File: config.mk
export PLATFORM = sky130hd
export DESIGN_NAME = conninfo_keyvalue_parser
export DESIGN_NICKNAME = d
export VERILOG_FILES = /design/src/hw/rtl/ckvp_pkg.sv /design/src/hw/rtl/ckvp_step.sv /design/src/hw/rtl/conninfo_keyvalue_parser.sv
export SDC_FILE = /design/constraint.sdc
export NUM_CORES = 1
export LEC_CHECK = 0
export BUFFER_PORTS_ARGS = -buffer_cell sky130_fd_sc_hd__buf_2
export CORE_MARGIN = 2
export CORE_UTILIZATION = 36
export CTS_CLUSTER_SIZE = 25
export DETAILED_ROUTE_END_ITERATION = 8
export GPL_TIMING_DRIVEN = 0
export HOLD_SLACK_MARGIN = 0.06
export PLACE_DENSITY = 0.54
export SYNTH_ARGS = -nofsm -noshare
export SYNTH_HDL_FRONTEND = slang
export SYNTH_SLANG_ARGS = --single-unit
File: constraint.sdc
create_clock -name clock -period 3.89 [get_ports clock]
set_input_delay 0 -clock clock [delete_from_list [all_inputs] [get_ports clock]]
set_output_delay 0 -clock clock [all_outputs]
set_load 0.05 [all_outputs]
File: src/hw/rtl/ckvp_pkg.sv
// ----------------------------------------------------------------------------
// ckvp_pkg
// Types, codes and helpers shared by the key=value connection-string parser.
// ----------------------------------------------------------------------------
package ckvp_pkg;

   // parser phase, 4-bit code; codes 9..15 never occur and decode as skip
   typedef enum logic [3:0] {
      PH_SKIP    = 4'd0,
      PH_KEY     = 4'd1,
      PH_KEYSP   = 4'd2,
      PH_VSKIP   = 4'd3,
      PH_UNQ     = 4'd4,
      PH_UESC    = 4'd5,
      PH_QUOTED  = 4'd6,
      PH_QESC    = 4'd7,
      PH_ABORTED = 4'd8
   } phase_type;

   typedef enum logic [2:0] {
      EV_KEY   = 3'd0,
      EV_VAL   = 3'd1,
      EV_PAIR  = 3'd2,
      EV_ABORT = 3'd3,
      EV_DONE  = 3'd4
   } event_type;

   localparam logic [7:0] CH_EQ     = 8'h3D;
   localparam logic [7:0] CH_QUOTE  = 8'h27;
   localparam logic [7:0] CH_BSLASH = 8'h5C;
   localparam logic [7:0] CH_SPACE  = 8'h20;
   localparam logic [7:0] CH_TAB    = 8'h09;
   localparam logic [7:0] CH_CR     = 8'h0D;

   // result queue depth (two pushes per beat worst case)
   localparam int QDEPTH = 4;
   localparam int QPTR_W = $clog2(QDEPTH);
   localparam int QCNT_W = $clog2(QDEPTH + 1);

   typedef struct packed {
      event_type  kind;
      logic [7:0] data;
      logic       last;
   } result_type;

   typedef struct packed {
      phase_type  phase_next;
      logic [1:0] count;
      result_type res0;
      result_type res1;
   } step_type;

   function automatic logic is_space(input logic [7:0] c);
      return (c == CH_SPACE) || ((c >= CH_TAB) && (c <= CH_CR));
   endfunction

   function automatic result_type make_result(input event_type k, input logic [7:0] c);
      result_type r;
      r.kind = k;
      r.data = ((k == EV_KEY) || (k == EV_VAL)) ? c : 8'd0;
      r.last = (k == EV_DONE);
      return r;
   endfunction

endpackage

File: src/hw/rtl/ckvp_step.sv
// ----------------------------------------------------------------------------
// ckvp_step
// Next-phase and result decode for one input beat of the parser.
// ----------------------------------------------------------------------------
module ckvp_step (
   input  ckvp_pkg::phase_type phase,
   input  logic [7:0]          text_byte,
   input  logic                is_end,
   output ckvp_pkg::step_type  step
);

   always_comb begin
      step.phase_next = phase;
      step.count      = 2'd0;
      step.res0       = ckvp_pkg::make_result(ckvp_pkg::EV_DONE, 8'd0);
      step.res1       = ckvp_pkg::make_result(ckvp_pkg::EV_DONE, 8'd0);

      if (is_end) begin
         step.phase_next = ckvp_pkg::PH_SKIP;
         case (phase)
            ckvp_pkg::PH_KEY, ckvp_pkg::PH_KEYSP,
            ckvp_pkg::PH_QUOTED, ckvp_pkg::PH_QESC: begin
               step.count = 2'd2;
               step.res0  = ckvp_pkg::make_result(ckvp_pkg::EV_ABORT, 8'd0);
            end
            ckvp_pkg::PH_VSKIP, ckvp_pkg::PH_UNQ, ckvp_pkg::PH_UESC: begin
               step.count = 2'd2;
               step.res0  = ckvp_pkg::make_result(ckvp_pkg::EV_PAIR, 8'd0);
            end
            default: begin
               step.count = 2'd1;
            end
         endcase
      end else begin
         case (phase)
            ckvp_pkg::PH_KEY: begin
               if (text_byte == ckvp_pkg::CH_EQ) begin
                  step.phase_next = ckvp_pkg::PH_VSKIP;
               end else if (ckvp_pkg::is_space(text_byte)) begin
                  step.phase_next = ckvp_pkg::PH_KEYSP;
               end else begin
                  step.count = 2'd1;
                  step.res0  = ckvp_pkg::make_result(ckvp_pkg::EV_KEY, text_byte);
               end
            end
            ckvp_pkg::PH_KEYSP: begin
               if (text_byte == ckvp_pkg::CH_EQ) begin
                  step.phase_next = ckvp_pkg::PH_VSKIP;
               end else if (!ckvp_pkg::is_space(text_byte)) begin
                  step.count      = 2'd1;
                  step.res0       = ckvp_pkg::make_result(ckvp_pkg::EV_ABORT, 8'd0);
                  step.phase_next = ckvp_pkg::PH_ABORTED;
               end
            end
            ckvp_pkg::PH_VSKIP: begin
               if (ckvp_pkg::is_space(text_byte)) begin
                  step.phase_next = ckvp_pkg::PH_VSKIP;
               end else if (text_byte == ckvp_pkg::CH_QUOTE) begin
                  step.phase_next = ckvp_pkg::PH_QUOTED;
               end else if (text_byte == ckvp_pkg::CH_BSLASH) begin
                  step.phase_next = ckvp_pkg::PH_UESC;
               end else begin
                  step.count      = 2'd1;
                  step.res0       = ckvp_pkg::make_result(ckvp_pkg::EV_VAL, text_byte);
                  step.phase_next = ckvp_pkg::PH_UNQ;
               end
            end
            ckvp_pkg::PH_UNQ: begin
               if (ckvp_pkg::is_space(text_byte)) begin
                  step.count      = 2'd1;
                  step.res0       = ckvp_pkg::make_result(ckvp_pkg::EV_PAIR, 8'd0);
                  step.phase_next = ckvp_pkg::PH_SKIP;
               end else if (text_byte == ckvp_pkg::CH_BSLASH) begin
                  step.phase_next = ckvp_pkg::PH_UESC;
               end else begin
                  step.count = 2'd1;
                  step.res0  = ckvp_pkg::make_result(ckvp_pkg::EV_VAL, text_byte);
               end
            end
            ckvp_pkg::PH_UESC: begin
               step.count      = 2'd1;
               step.res0       = ckvp_pkg::make_result(ckvp_pkg::EV_VAL, text_byte);
               step.phase_next = ckvp_pkg::PH_UNQ;
            end
            ckvp_pkg::PH_QUOTED: begin
               if (text_byte == ckvp_pkg::CH_BSLASH) begin
                  step.phase_next = ckvp_pkg::PH_QESC;
               end else if (text_byte == ckvp_pkg::CH_QUOTE) begin
                  step.count      = 2'd1;
                  step.res0       = ckvp_pkg::make_result(ckvp_pkg::EV_PAIR, 8'd0);
                  step.phase_next = ckvp_pkg::PH_SKIP;
               end else begin
                  step.count = 2'd1;
                  step.res0  = ckvp_pkg::make_result(ckvp_pkg::EV_VAL, text_byte);
               end
            end
            ckvp_pkg::PH_QESC: begin
               step.count      = 2'd1;
               step.res0       = ckvp_pkg::make_result(ckvp_pkg::EV_VAL, text_byte);
               step.phase_next = ckvp_pkg::PH_QUOTED;
            end
            ckvp_pkg::PH_ABORTED: begin
               step.phase_next = ckvp_pkg::PH_ABORTED;
            end
            default: begin
               // skip space, also for unused codes
               if (ckvp_pkg::is_space(text_byte)) begin
                  step.phase_next = ckvp_pkg::PH_SKIP;
               end else if (text_byte == ckvp_pkg::CH_EQ) begin
                  step.phase_next = ckvp_pkg::PH_VSKIP;
               end else begin
                  step.count      = 2'd1;
                  step.res0       = ckvp_pkg::make_result(ckvp_pkg::EV_KEY, text_byte);
                  step.phase_next = ckvp_pkg::PH_KEY;
               end
            end
         endcase
      end
   end

endmodule

File: src/hw/rtl/conninfo_keyvalue_parser.sv
// ----------------------------------------------------------------------------
// conninfo_keyvalue_parser
// Streaming key=value connection-string parser with a small result queue.
// ----------------------------------------------------------------------------
// The parser takes one string byte per beat and updates its phase register in
// the same cycle, so a byte can be accepted every clock while req_tready is
// high. Each beat yields zero or one result; the end-of-string beat
// (req_tlast) yields one or two (pair complete or aborted, then string done),
// so it can put two results on the result port. Results wait in a four-entry
// queue; req_tready drops only when fewer than two entries are free. An
// accepted beat's results are registered in the queue before they reach rsp.
module conninfo_keyvalue_parser (
   input  logic       clock,
   input  logic       reset,
   input  logic       req_tvalid,
   output logic       req_tready,
   input  logic [7:0] req_tdata,   // [7:0] text_byte
   input  logic       req_tlast,   // is_end
   output logic       rsp_tvalid,
   input  logic       rsp_tready,
   output logic [7:0] rsp_tdata,   // [7:0] out_byte
   output logic [2:0] rsp_tuser,   // [2:0] event_kind
   output logic       rsp_tlast    // final_res
);

   ckvp_pkg::phase_type  phase_ff, phase_in;
   ckvp_pkg::step_type   step;
   ckvp_pkg::result_type queue_ff [ckvp_pkg::QDEPTH];
   logic [ckvp_pkg::QPTR_W-1:0] wr_ptr_ff, wr_ptr_in, rd_ptr_ff, rd_ptr_in;
   logic [ckvp_pkg::QPTR_W-1:0] wr_ptr_nxt;
   logic [ckvp_pkg::QCNT_W-1:0] count_ff, count_in;
   logic       accept, pop;
   logic [1:0] push_n;

   ckvp_step u_step (
      .phase     (phase_ff),
      .text_byte (req_tdata),
      .is_end    (req_tlast),
      .step      (step)
   );

   assign req_tready = (count_ff <= ckvp_pkg::QCNT_W'(ckvp_pkg::QDEPTH - 2));
   assign accept     = req_tvalid && req_tready;
   assign pop        = rsp_tvalid && rsp_tready;
   assign push_n     = accept ? step.count : 2'd0;
   assign wr_ptr_nxt = wr_ptr_ff + ckvp_pkg::QPTR_W'(1);

   always_comb begin
      phase_in  = accept ? step.phase_next : phase_ff;
      wr_ptr_in = wr_ptr_ff + ckvp_pkg::QPTR_W'(push_n);
      rd_ptr_in = rd_ptr_ff + ckvp_pkg::QPTR_W'(pop);
      count_in  = count_ff + ckvp_pkg::QCNT_W'(push_n) - ckvp_pkg::QCNT_W'(pop);
   end

   always_ff @(posedge clock) begin
      if (reset) begin
         phase_ff  <= ckvp_pkg::PH_SKIP;
         wr_ptr_ff <= '0;
         rd_ptr_ff <= '0;
         count_ff  <= '0;
      end else begin
         phase_ff  <= phase_in;
         wr_ptr_ff <= wr_ptr_in;
         rd_ptr_ff <= rd_ptr_in;
         count_ff  <= count_in;
      end
   end

   always_ff @(posedge clock) begin
      if (push_n != 2'd0) begin
         queue_ff[wr_ptr_ff] <= step.res0;
      end
      if (push_n == 2'd2) begin
         queue_ff[wr_ptr_nxt] <= step.res1;
      end
   end

   assign rsp_tvalid = (count_ff != '0);
   assign rsp_tdata  = queue_ff[rd_ptr_ff].data;
   assign rsp_tuser  = queue_ff[rd_ptr_ff].kind;
   assign rsp_tlast  = queue_ff[rd_ptr_ff].last;

endmodule

; Yosys cells after proc, flatten, opt, wreduce, memory -nomap -nowiden
; Memories as Yosys holds them, arrays and structs flattened. A register that Yosys moved wholly into a read port is not among the register bits.
; Cells that the tools add are included.
[totals]
inputBits = 13
mem_count = 1
reg_bits = 11
ram_bits = 48
out_inout_bits = 14
[op_classes]
eq_ne = 17
mux = 34
reduce_logical = 11
order_cmp = 3
addsub = 5
[memory_table]
columns = memory, depth, word_bits, read_ports, rd_ports_with_merged_regs, write_ports, line
row1 = queue_ff, 4, 12, 1, 1, 2, conninfo_keyvalue_parser.sv:28  ; ckvp_pkg::result_type queue_ff [ckvp_pkg::QDEPTH];
[op_table]
columns = cell, n
row1 = one-hot mux 14 bit (7 select lines), 1
row2 = two-way mux 14 bit, 6
row3 = two-way mux 18 bit, 3
row4 = two-way mux 13 bit, 3
row5 = two-way mux 4 bit, 9
row6 = one-hot mux 4 bit (8 select lines), 1
row7 = "== test 8 x 6 -> 1 bit, second input constant", 3
row8 = one-hot mux 12 bit (2 select lines), 1
row9 = "== test 4 x 3 -> 1 bit, second input constant", 4
row10 = "!= test 4 x 2 -> 1 bit, second input constant", 3
row11 = two-way mux 11 bit, 1
row12 = "== test 4 x 2 -> 1 bit, second input constant", 2
row13 = "== test 8 x 7 -> 1 bit, second input constant", 1
row14 = "greater-or-equal comparator 8 x 4 -> 1 bit, second input constant", 1
row15 = "<= comparator 8 x 4 -> 1 bit, second input constant", 1
row16 = two-way mux 2 bit, 4
row17 = OR reduction 7 bit, 1
row18 = two-way mux 1 bit, 5
row19 = AND reduction 5 bit, 1
row20 = "== test 4 x 1 -> 1 bit, second input constant", 1
row21 = "== test 4 bit, second input constant", 1
row22 = "!= test 4 x 3 -> 1 bit, second input constant", 1
row23 = OR reduction 4 bit, 1
row24 = adder 3 x 2 -> 3 bit, 1
row25 = other kinds (12), 14

; Longest topological paths before layout
; Gate-level depths: netlist of run 1.
[logic_depth]
ltp_word = 11
mapped_depth = 13
ltp_nobuf = 12

; Cells and area by module
; A second synthesis of run 1 with hierarchy kept.
[unflattened]
hier_cells = 347
area_unflattened_um2 = 3923.8
[modules_own_cells]
columns = mod, cells_each, area_per_inst_um2, seq_area_each_um2, instances
row1 = conninfo_keyvalue_parser, 194, 2971.6, 1661.6, 1
row2 = ckvp_step, 153, 952.2, 0.0, 1

; Worst setup path after synthesis of run 1
; OpenSTA, ideal clock, no wires.
[synth_timing]
path_kind = flip-flop to flip-flop
start = reg count_ff[1] (netlist name)
end = reg count_ff[2] (netlist name)
setup_time_ns = 0.126
path_slack_ns = 0.782
stages_incl_launch_ff = 11
arrival_ns = 2.982
synth_period_minus_slack_ns = 3.108
path_buffers = 0
path_cell_list = dfxtp_1 > a21oi_1 > nand3_1 > nor3_2 > inv_1 > ha_1 > inv_1 > fa_1 > xor2_1 > xnor2_1 > nor2_1
[synth_via]
elab_chain_len = 5
[synth_rtl]
columns = element, line
row1 = from (decl), conninfo_keyvalue_parser.sv:31  ; logic [ckvp_pkg::QCNT_W-1:0] count_ff, count_in;
row2 = from (signal assigned), conninfo_keyvalue_parser.sv:65  ; count_ff <= count_in;
row3 = <= comparator 3 x 2 -> 1 bit, conninfo_keyvalue_parser.sv:42  ; assign req_tready = (count_ff <= ckvp_pkg::QCNT_W'(ckvp_pkg::QDEPTH - 2));
row4 = net req_tready, conninfo_keyvalue_parser.sv:16  ; output logic req_tready,
row5 = logical AND 1 bit, conninfo_keyvalue_parser.sv:43  ; assign accept = req_tvalid && req_tready;
row6 = two-way mux 2 bit, conninfo_keyvalue_parser.sv:45  ; assign push_n = accept ? step.count : 2'd0;
row7 = adder 3 x 2 -> 3 bit, conninfo_keyvalue_parser.sv:52  ; count_in = count_ff + ckvp_pkg::QCNT_W'(push_n) - ckvp_pkg::QCNT_W'(pop);
row8 = subtractor 3 x 1 -> 3 bit, conninfo_keyvalue_parser.sv:52
; The timed path passes the listed nets, and every way through them passes these cells.
; A chain may end at the register's enable or synchronous reset.

; Worst setup path after layout of run 1
[layout_timing]
start = reg phase_ff[2]
end = reg count_ff[2] (netlist name)
[layout_via]
elab_chain_len = 7
[layout_rtl]
columns = element, line
row1 = from (decl), conninfo_keyvalue_parser.sv:26  ; ckvp_pkg::phase_type phase_ff, phase_in;
row2 = from (signal assigned), conninfo_keyvalue_parser.sv:57  ; phase_ff <= ckvp_pkg::PH_SKIP;
row3 = from (signal assigned), conninfo_keyvalue_parser.sv:62  ; phase_ff <= phase_in;
row4 = "== test 4 x 3 -> 1 bit, or another cell as far along", "ckvp_step.sv:20, ckvp_step.sv:35"
row5 = OR reduction 2 bit (no line) or OR reduction 7 bit (tied branches), --
row6 = one-hot mux 14 bit (7 select lines) or two-way mux 2 bit (tied branches), "ckvp_step.sv:35, ckvp_step.sv:20"
row7 = two-way mux 18 bit (*), ckvp_step.sv:18  ; if (is_end) begin
row8 = two-way mux 2 bit (*), conninfo_keyvalue_parser.sv:45
row9 = adder 3 x 2 -> 3 bit (*), conninfo_keyvalue_parser.sv:52
row10 = subtractor 3 x 1 -> 3 bit (*), conninfo_keyvalue_parser.sv:52
; Mark *: on every way between the ends. The rest lies on a longest branch, timed or not.

==> impl_metrics.yaml, run 1 <==
yosys:
  yosysWarnings: 0
  postSynthNetCount: 373
  postSynth.asyncResetShare_pct: 0
  yosys.cell_types.count: 70
  synth_edf_count: 0
  cells_after_synth: 354
  ys_seq_area_share_pct: 33.4
  synth_flop_cell: "sky130_fd_sc_hd__dfxtp_1"
  avgSynthCellArea_sq_um: 9.32
  syn_area_sq_um: 3300
  synth-seq-cells: 55
sta:
  finalCriticalPeriod_ns: 3.24
  finClkSkew_ns: 0.00596
  max_slew.worst_pin.slew_ns: 0.871
  slew_viol_final: 0
  timing.fmax_ghz: 0.309
  rsz0062_at_grt: "false"
  finalSetupViolations: 0
  finalSetupTns_ns: 0
  min_period_over_period_pct: 83.2
  timing.max_slew.rel_slack_pct: 42.0
  finalHoldViolCount: 0
  postLayoutSetupSlackWorst_ns: 0.653
clock_network:
  cts.hold.buffers_added: 0
  tritoncts: "done"
  cts_buffers: 5
  numClockSinks: 55
  cts_max_path_buffers: 2
  clockRootBuffer: "sky130_fd_sc_hd__clkbuf_8"
  postCtsSetupBuffers: 0
  clkTransAtPathRegs_ns: 0.10
  ctsResizeCount: 0
  clock_latency_ns: 0.31
  cts_htree_levels: 2
global_route:
  global_route.usage.total_pct: 17.5
  globalRoute.totalOverflow: 0
  grt_pass1_wl_um: 13800
  grt_max_degree: 18
  first_global_vias: 2670
  antenna_found_initial: 0
power_and_ir_drop:
  p_per_area_nw_per_um2: 648
  vdd_ir_drop_max_uv: 313
  leakagePower_uw: 0.00161
setup_path:
  crit_chain: "clkbuf_1 > nand4bb_1 > o32a_1 > o211ai_4 > nand4_1 > ha_1 > inv_1 > ha_1 > fa_1 > xor2_1 > xnor2_1 > nor2_1"
  critical-path-top-delay-family: "adder cells"
  worst_path_most_repeated_cell: "sky130_fd_sc_hd__ha_1"
  worstPathBufferInverterCount: 2
  timing.critical_path.fanout_max: 10
  start_kind: "flop"
  worst_ep_required_time_ns: 4.08
  critical_path_arrival_ns: 3.43
  timing.setup.critical_path_class: "flop to flop"
  max_stage_delay_ns: 0.42
  crit_path_end_kind: "flop"
  crit_path_top_delay_cell: "sky130_fd_sc_hd__o32a_1"
placed_design:
  hpwl_um: 6030
  detailedPlace.worstSlack_ns: 0.693
  global_placer_s_final_weighted_congestion: 0.859
  io_buffer_count: 24
final_layout:
  layout-area-overhead-vs-synth_pct: 10.4
  post-route-util_pct: 41.4
  antenna-diode-count: 0
  fin_nets: 404
  drive_above_1_share_pct: 17.4
floorplan:
  floorplan.initialDensity_pct: 37.5
  core-area_sq_um: 8810
  rows: 34
  die_height_um: 99.7
  total_die_area_sq_um: 9940
  io_pins: 27
  floorplan.die.width_um: 99.7
drt:
  detailroute.via_count: 2756
  post_drt_via_cell_ratio: 5.58
  postRouteWirelength_um: 8210
  drt_iter0_drc: 149
  postRouteAntennaNets: 0
  post_drt_wl_per_cell_um: 16.6
  drc_errors: 0
  drt_first_pass_iters: 5
run:
  drv_cap: 0
status:
  outcome: "completed"
hold_path:
  hold_path_class: "input port to flop"
-- through the flow --
step	total power, uW	hold WS [ns]	cells	area (sq um)
2_1_floorplan	1820	0.218	354	3300
3_3_place_gp	2030	0.379	486	3550
3_5_place_dp	2060	0.394	486	3550
4_1_cts	2390	0.0644	494	3640
5_1_grt	2530	0.0791	494	3640
6_report	2360	0.0671	494	3640
-- final cells by class --
class,instances,area (sq um)
plain buffers,23,144
clock buffers,6,72.6
clock inverters,2,16.3
fillers,917,5160
inverters,10,37.5
multi-input cells,266,2020
flip-flops and latches,55,1100
well taps,108,135
repair buffers,24,120
-- power by group --
group	total, uW	leakage (uW)	internal [uW]	switching, uW
registers	877	0.000452	770	107
logic	1150	0.00112	446	709
clock network	326	0.0000418	130	196
-- sequential cells by signal, indices dropped and copies added, names as in the netlist --
register	cells
phase_ff	4
wr_ptr_ff	2
count_ff	3
queue_ff	44
rd_ptr_ff	2
-- per-layer routing --
layer  part of all wire (%)  vias up  global-route usage (%)
li1                       -     1350                       -
met1                     48     1309                    24.6
met2                     47       82                    28.4
met3                    4.0       15                    2.60
met4                    1.3        0                    3.79
met5                      0        -                       0
-- placed cells by master, fill, tap and decap left out, types with 6 or more instances in the layout --
master                     Yosys  layout
sky130_fd_sc_hd__buf_2         3      27
sky130_fd_sc_hd__nor2b_1       8       8
sky130_fd_sc_hd__mux4_2       11      11
sky130_fd_sc_hd__a21oi_1      14      14
sky130_fd_sc_hd__o21ai_0       8       8
sky130_fd_sc_hd__clkbuf_1      8       9
sky130_fd_sc_hd__or3_1         6       6
sky130_fd_sc_hd__xnor2_1       7       7
sky130_fd_sc_hd__nor2_1       16      16
sky130_fd_sc_hd__nand3_1      12      12
sky130_fd_sc_hd__dfxtp_1      55      55
sky130_fd_sc_hd__inv_1         9       9
sky130_fd_sc_hd__nand2_1      59      59
sky130_fd_sc_hd__mux2i_1      44      44
-- cells in the mapped netlist (5+ instances only) --
cell | n | area [sq um]
sky130_fd_sc_hd__a21oi_1 | 14 | 70.1
sky130_fd_sc_hd__buf_6 | 5 | 56.3
sky130_fd_sc_hd__nor2b_1 | 8 | 50.1
sky130_fd_sc_hd__clkbuf_1 | 8 | 30.0
sky130_fd_sc_hd__mux4_2 | 11 | 248
sky130_fd_sc_hd__nand2_1 | 59 | 221
sky130_fd_sc_hd__xnor2_1 | 7 | 61.3
sky130_fd_sc_hd__or3_1 | 6 | 37.5
sky130_fd_sc_hd__nand3_1 | 12 | 60.1
sky130_fd_sc_hd__ha_1 | 5 | 62.6
sky130_fd_sc_hd__o21ai_0 | 8 | 40.0
sky130_fd_sc_hd__inv_1 | 9 | 33.8
sky130_fd_sc_hd__o22ai_1 | 5 | 31.3
sky130_fd_sc_hd__mux2i_1 | 44 | 440
sky130_fd_sc_hd__dfxtp_1 | 55 | 1100
sky130_fd_sc_hd__nor2_1 | 16 | 60.1
-- final timing paths --
check	start	cells past startpoint	slack, ns	to
max reg2reg	phase_ff[2]	12	0.65	count_ff[2]
min	reset	2	0.07	wr_ptr_ff[1]
min reg2reg	queue_ff[2][8]	2	0.46	queue_ff[2][8]
max	phase_ff[2]	12	0.65	count_ff[2]
-- cells by family (layout without fill, tap and decap cells) --
| family | Yosys count | after routing | share of synthesized area, % |
|---|---|---|---|
| simple gates | 137 | 137 | 22.5 |
| compound gates | 59 | 59 | 12.9 |
| mux | 55 | 55 | 20.9 |
| flops | 55 | 55 | 33.4 |
| buf+inv | 33 | 65 | 5.50 |
| xor+xnor | 9 | 9 | 2.39 |
| fa+ha+maj | 6 | 6 | 2.50 |
No activity file was read; power rests on OpenSTA's default activity.
==> run 2, diff against run 1 <==
==> constraint.sdc (replaced) <==
create_clock -name clock -period 3 [get_ports clock]
set_input_delay 0 -clock clock [delete_from_list [all_inputs] [get_ports clock]]
set_output_delay 0 -clock clock [all_outputs]
set_load 0.05 [all_outputs]
==> run 2 against run 1 <==
Wire length rose by 0.58%. Hold slack improved by 0.017 ns. Sequential power rose by 30%. Critical path type unchanged. Highest routed layer unchanged.
==> impl_metrics.yaml, run 2 (synthesized netlist as in run 1, its figures left out) <==
global_route:
  antenna_found_initial: 0
  first_global_vias: 2739
  globalRoute.totalOverflow: 0
  grt_max_degree: 19
  grt_pass1_wl_um: 13800
  global_route.usage.total_pct: 17.4
sta:
  timing.hold.ws_ns: 0.0838
  max_slew.worst_pin.slew_ns: 0.907
  finalSetupViolations: 0
  finClkSkew_ns: 0.00677
  rsz0062_at_grt: "false"
  timing.max_slew.rel_slack_pct: 39.6
  finalCriticalPeriod_ns: 2.78
  min_period_over_period_pct: 92.8
  slew_viol_final: 0
  finalHoldViolCount: 0
  timing.fmax_ghz: 0.359
  postLayoutSetupSlackWorst_ns: 0.216
drt:
  drc_errors: 0
  drt_first_pass_iters: 4
  postRouteWirelength_um: 8260
  post_drt_wl_per_cell_um: 16.7
  post_drt_via_cell_ratio: 5.50
  drt_iter0_drc: 144
  postRouteAntennaNets: 0
  detailroute.via_count: 2730
final_layout:
  final_cell_mix: "sky130_fd_sc_hd__nand2_1 (59), sky130_fd_sc_hd__dfxtp_1 (52), sky130_fd_sc_hd__mux2i_1 (44), sky130_fd_sc_hd__buf_2 (25), sky130_fd_sc_hd__nor2_1 (16)"
  layout-area-overhead-vs-synth_pct: 12.4
  final_common_cell: "sky130_fd_sc_hd__nand2_1"
  drive_above_1_share_pct: 20.4
  antenna-diode-count: 0
  fin_nets: 406
  top_register: "queue_ff"
  top_registers: "queue_ff: 44 flops, phase_ff: 4 flops, count_ff: 3 flops"
  max_ffs_per_register: 44
floorplan:
  rows: 34
  total_die_area_sq_um: 9940
  io_pins: 27
  core-area_sq_um: 8810
  floorplan.initialDensity_pct: 37.5
  floorplan.die.width_um: 99.7
  die_height_um: 99.7
setup_path:
  worst_ep_required_time_ns: 3.20
  timing.critical_path.fanout_max: 10
  timing.setup.critical_path_class: "flop to flop"
  start_kind: "flop"
  worstPathBufferInverterCount: 2
  crit_chain: "buf_6 > xnor2_1 > or3_1 > o32a_1 > o211ai_4 > nand4_1 > ha_1 > inv_1 > ha_1 > fa_2 > xor2_1 > xnor2_1 > nor2_1"
  regToRegEndpoint: "count_ff[2]"
  crit_path_start: "phase_ff[0]"
  critical_path_arrival_ns: 2.98
  worst-r2r-cell-count: 13
  timing.reg2reg.setup_slack_ns: 0.22
  crit_path_end_kind: "flop"
  max_stage_delay_ns: 0.34
  crit_path_top_delay_cell: "sky130_fd_sc_hd__fa_2"
  reg2reg_from: "phase_ff[0]"
  critical-path-top-delay-family: "adder cells"
clock_network:
  clock_latency_ns: 0.31
  cts.hold.buffers_added: 0
  numClockSinks: 55
  clkTransAtPathRegs_ns: 0.11
  cts_buffers: 5
  cts_max_path_buffers: 2
  tritoncts: "done"
  cts_htree_levels: 2
  clockRootBuffer: "sky130_fd_sc_hd__clkbuf_8"
hold_path:
  hold_path_depth: 2
  hold_path.startpoint: "reset"
  hold_path_class: "input port to flop"
  min_delay_worst_endpoint: "wr_ptr_ff[1]"
power_and_ir_drop:
  internal_power_uw: 1760
  vdd_ir_drop_max_uv: 284
  p_switching_uw: 1340
  leakagePower_uw: 0.00164
  clockPowerShare_pct: 14.2
  pwr-share-comb_pct: 49.1
  seqPwrFrac_pct: 36.7
  netSwitchingFraction_pct: 43.2
  p_per_area_nw_per_um2: 836
placed_design:
  hpwl_um: 5910
  detailedPlace.worstSlack_ns: -0.189
  global_placer_s_final_weighted_congestion: 0.857
  io_buffer_count: 24
status:
  outcome: "completed"
run:
  drv_cap: 0
run 2: worst max-delay path by stage:
stage	to	slack, ns	cells after the start
after floorplan	count_ff[2]	0.17	12
after global placement	count_ff[2]	-0.22	12
after detailed placement	count_ff[2]	-0.19	12
after CTS	count_ff[2]	0.03	12
after global routing	count_ff[2]	0.03	13
final	count_ff[2]	0.22	13
run 2: per-layer routing:
layer | routed length (um) | vias up | track usage [%] | share of wire [%]
met1 | 3840 | 1284 | 23.3 | 46
met3 | 318 | 15 | 2.60 | 3.8
met2 | 3950 | 75 | 29.0 | 48
met4 | 157 | 0 | 5.27 | 1.9
met5 | 0 | - | 0 | 0
li1 | - | 1356 | - | -
run 2: power groups by stage:
stage	clock, uW	sequential, uW	combinational (uW)
final	441	1140	1520
after global routing	493	1180	1660
after CTS	456	1140	1530
after detailed placement	0	1150	1510
after global placement	0	1140	1490
after floorplan	0	1110	1250
run 2: timing repair:
item                                    CTS  global route
gates cloned                              0             0
endpoints found under the setup margin    2             1
pin swaps                                 2             7
gates resized for setup                   3            11
buffers inserted                          3             1
run 2: final cells by class:
class	count	area (sq um)
inverter	10	37.5
clock inverter	3	23.8
sequential	55	1100
multi-input combinational	266	2040
buffer	21	144
tap	108	135
timing repair buffer	28	150
clock buffer	5	68.8
fill	872	5100
run 2: stage by stage:
stage | setup TNS, ns | std cells | area, sq um | utilization, % | total power [uW]
3_3_place_gp | -0.220 | 486 | 3560 | 40.4 | 2630
6_report | 0 | 496 | 3710 | 42.1 | 3100
3_5_place_dp | -0.193 | 486 | 3560 | 40.4 | 2670
2_1_floorplan | 0 | 354 | 3300 | - | 2370
4_1_cts | 0 | 496 | 3690 | 41.9 | 3120
5_1_grt | 0 | 496 | 3710 | 42.1 | 3330
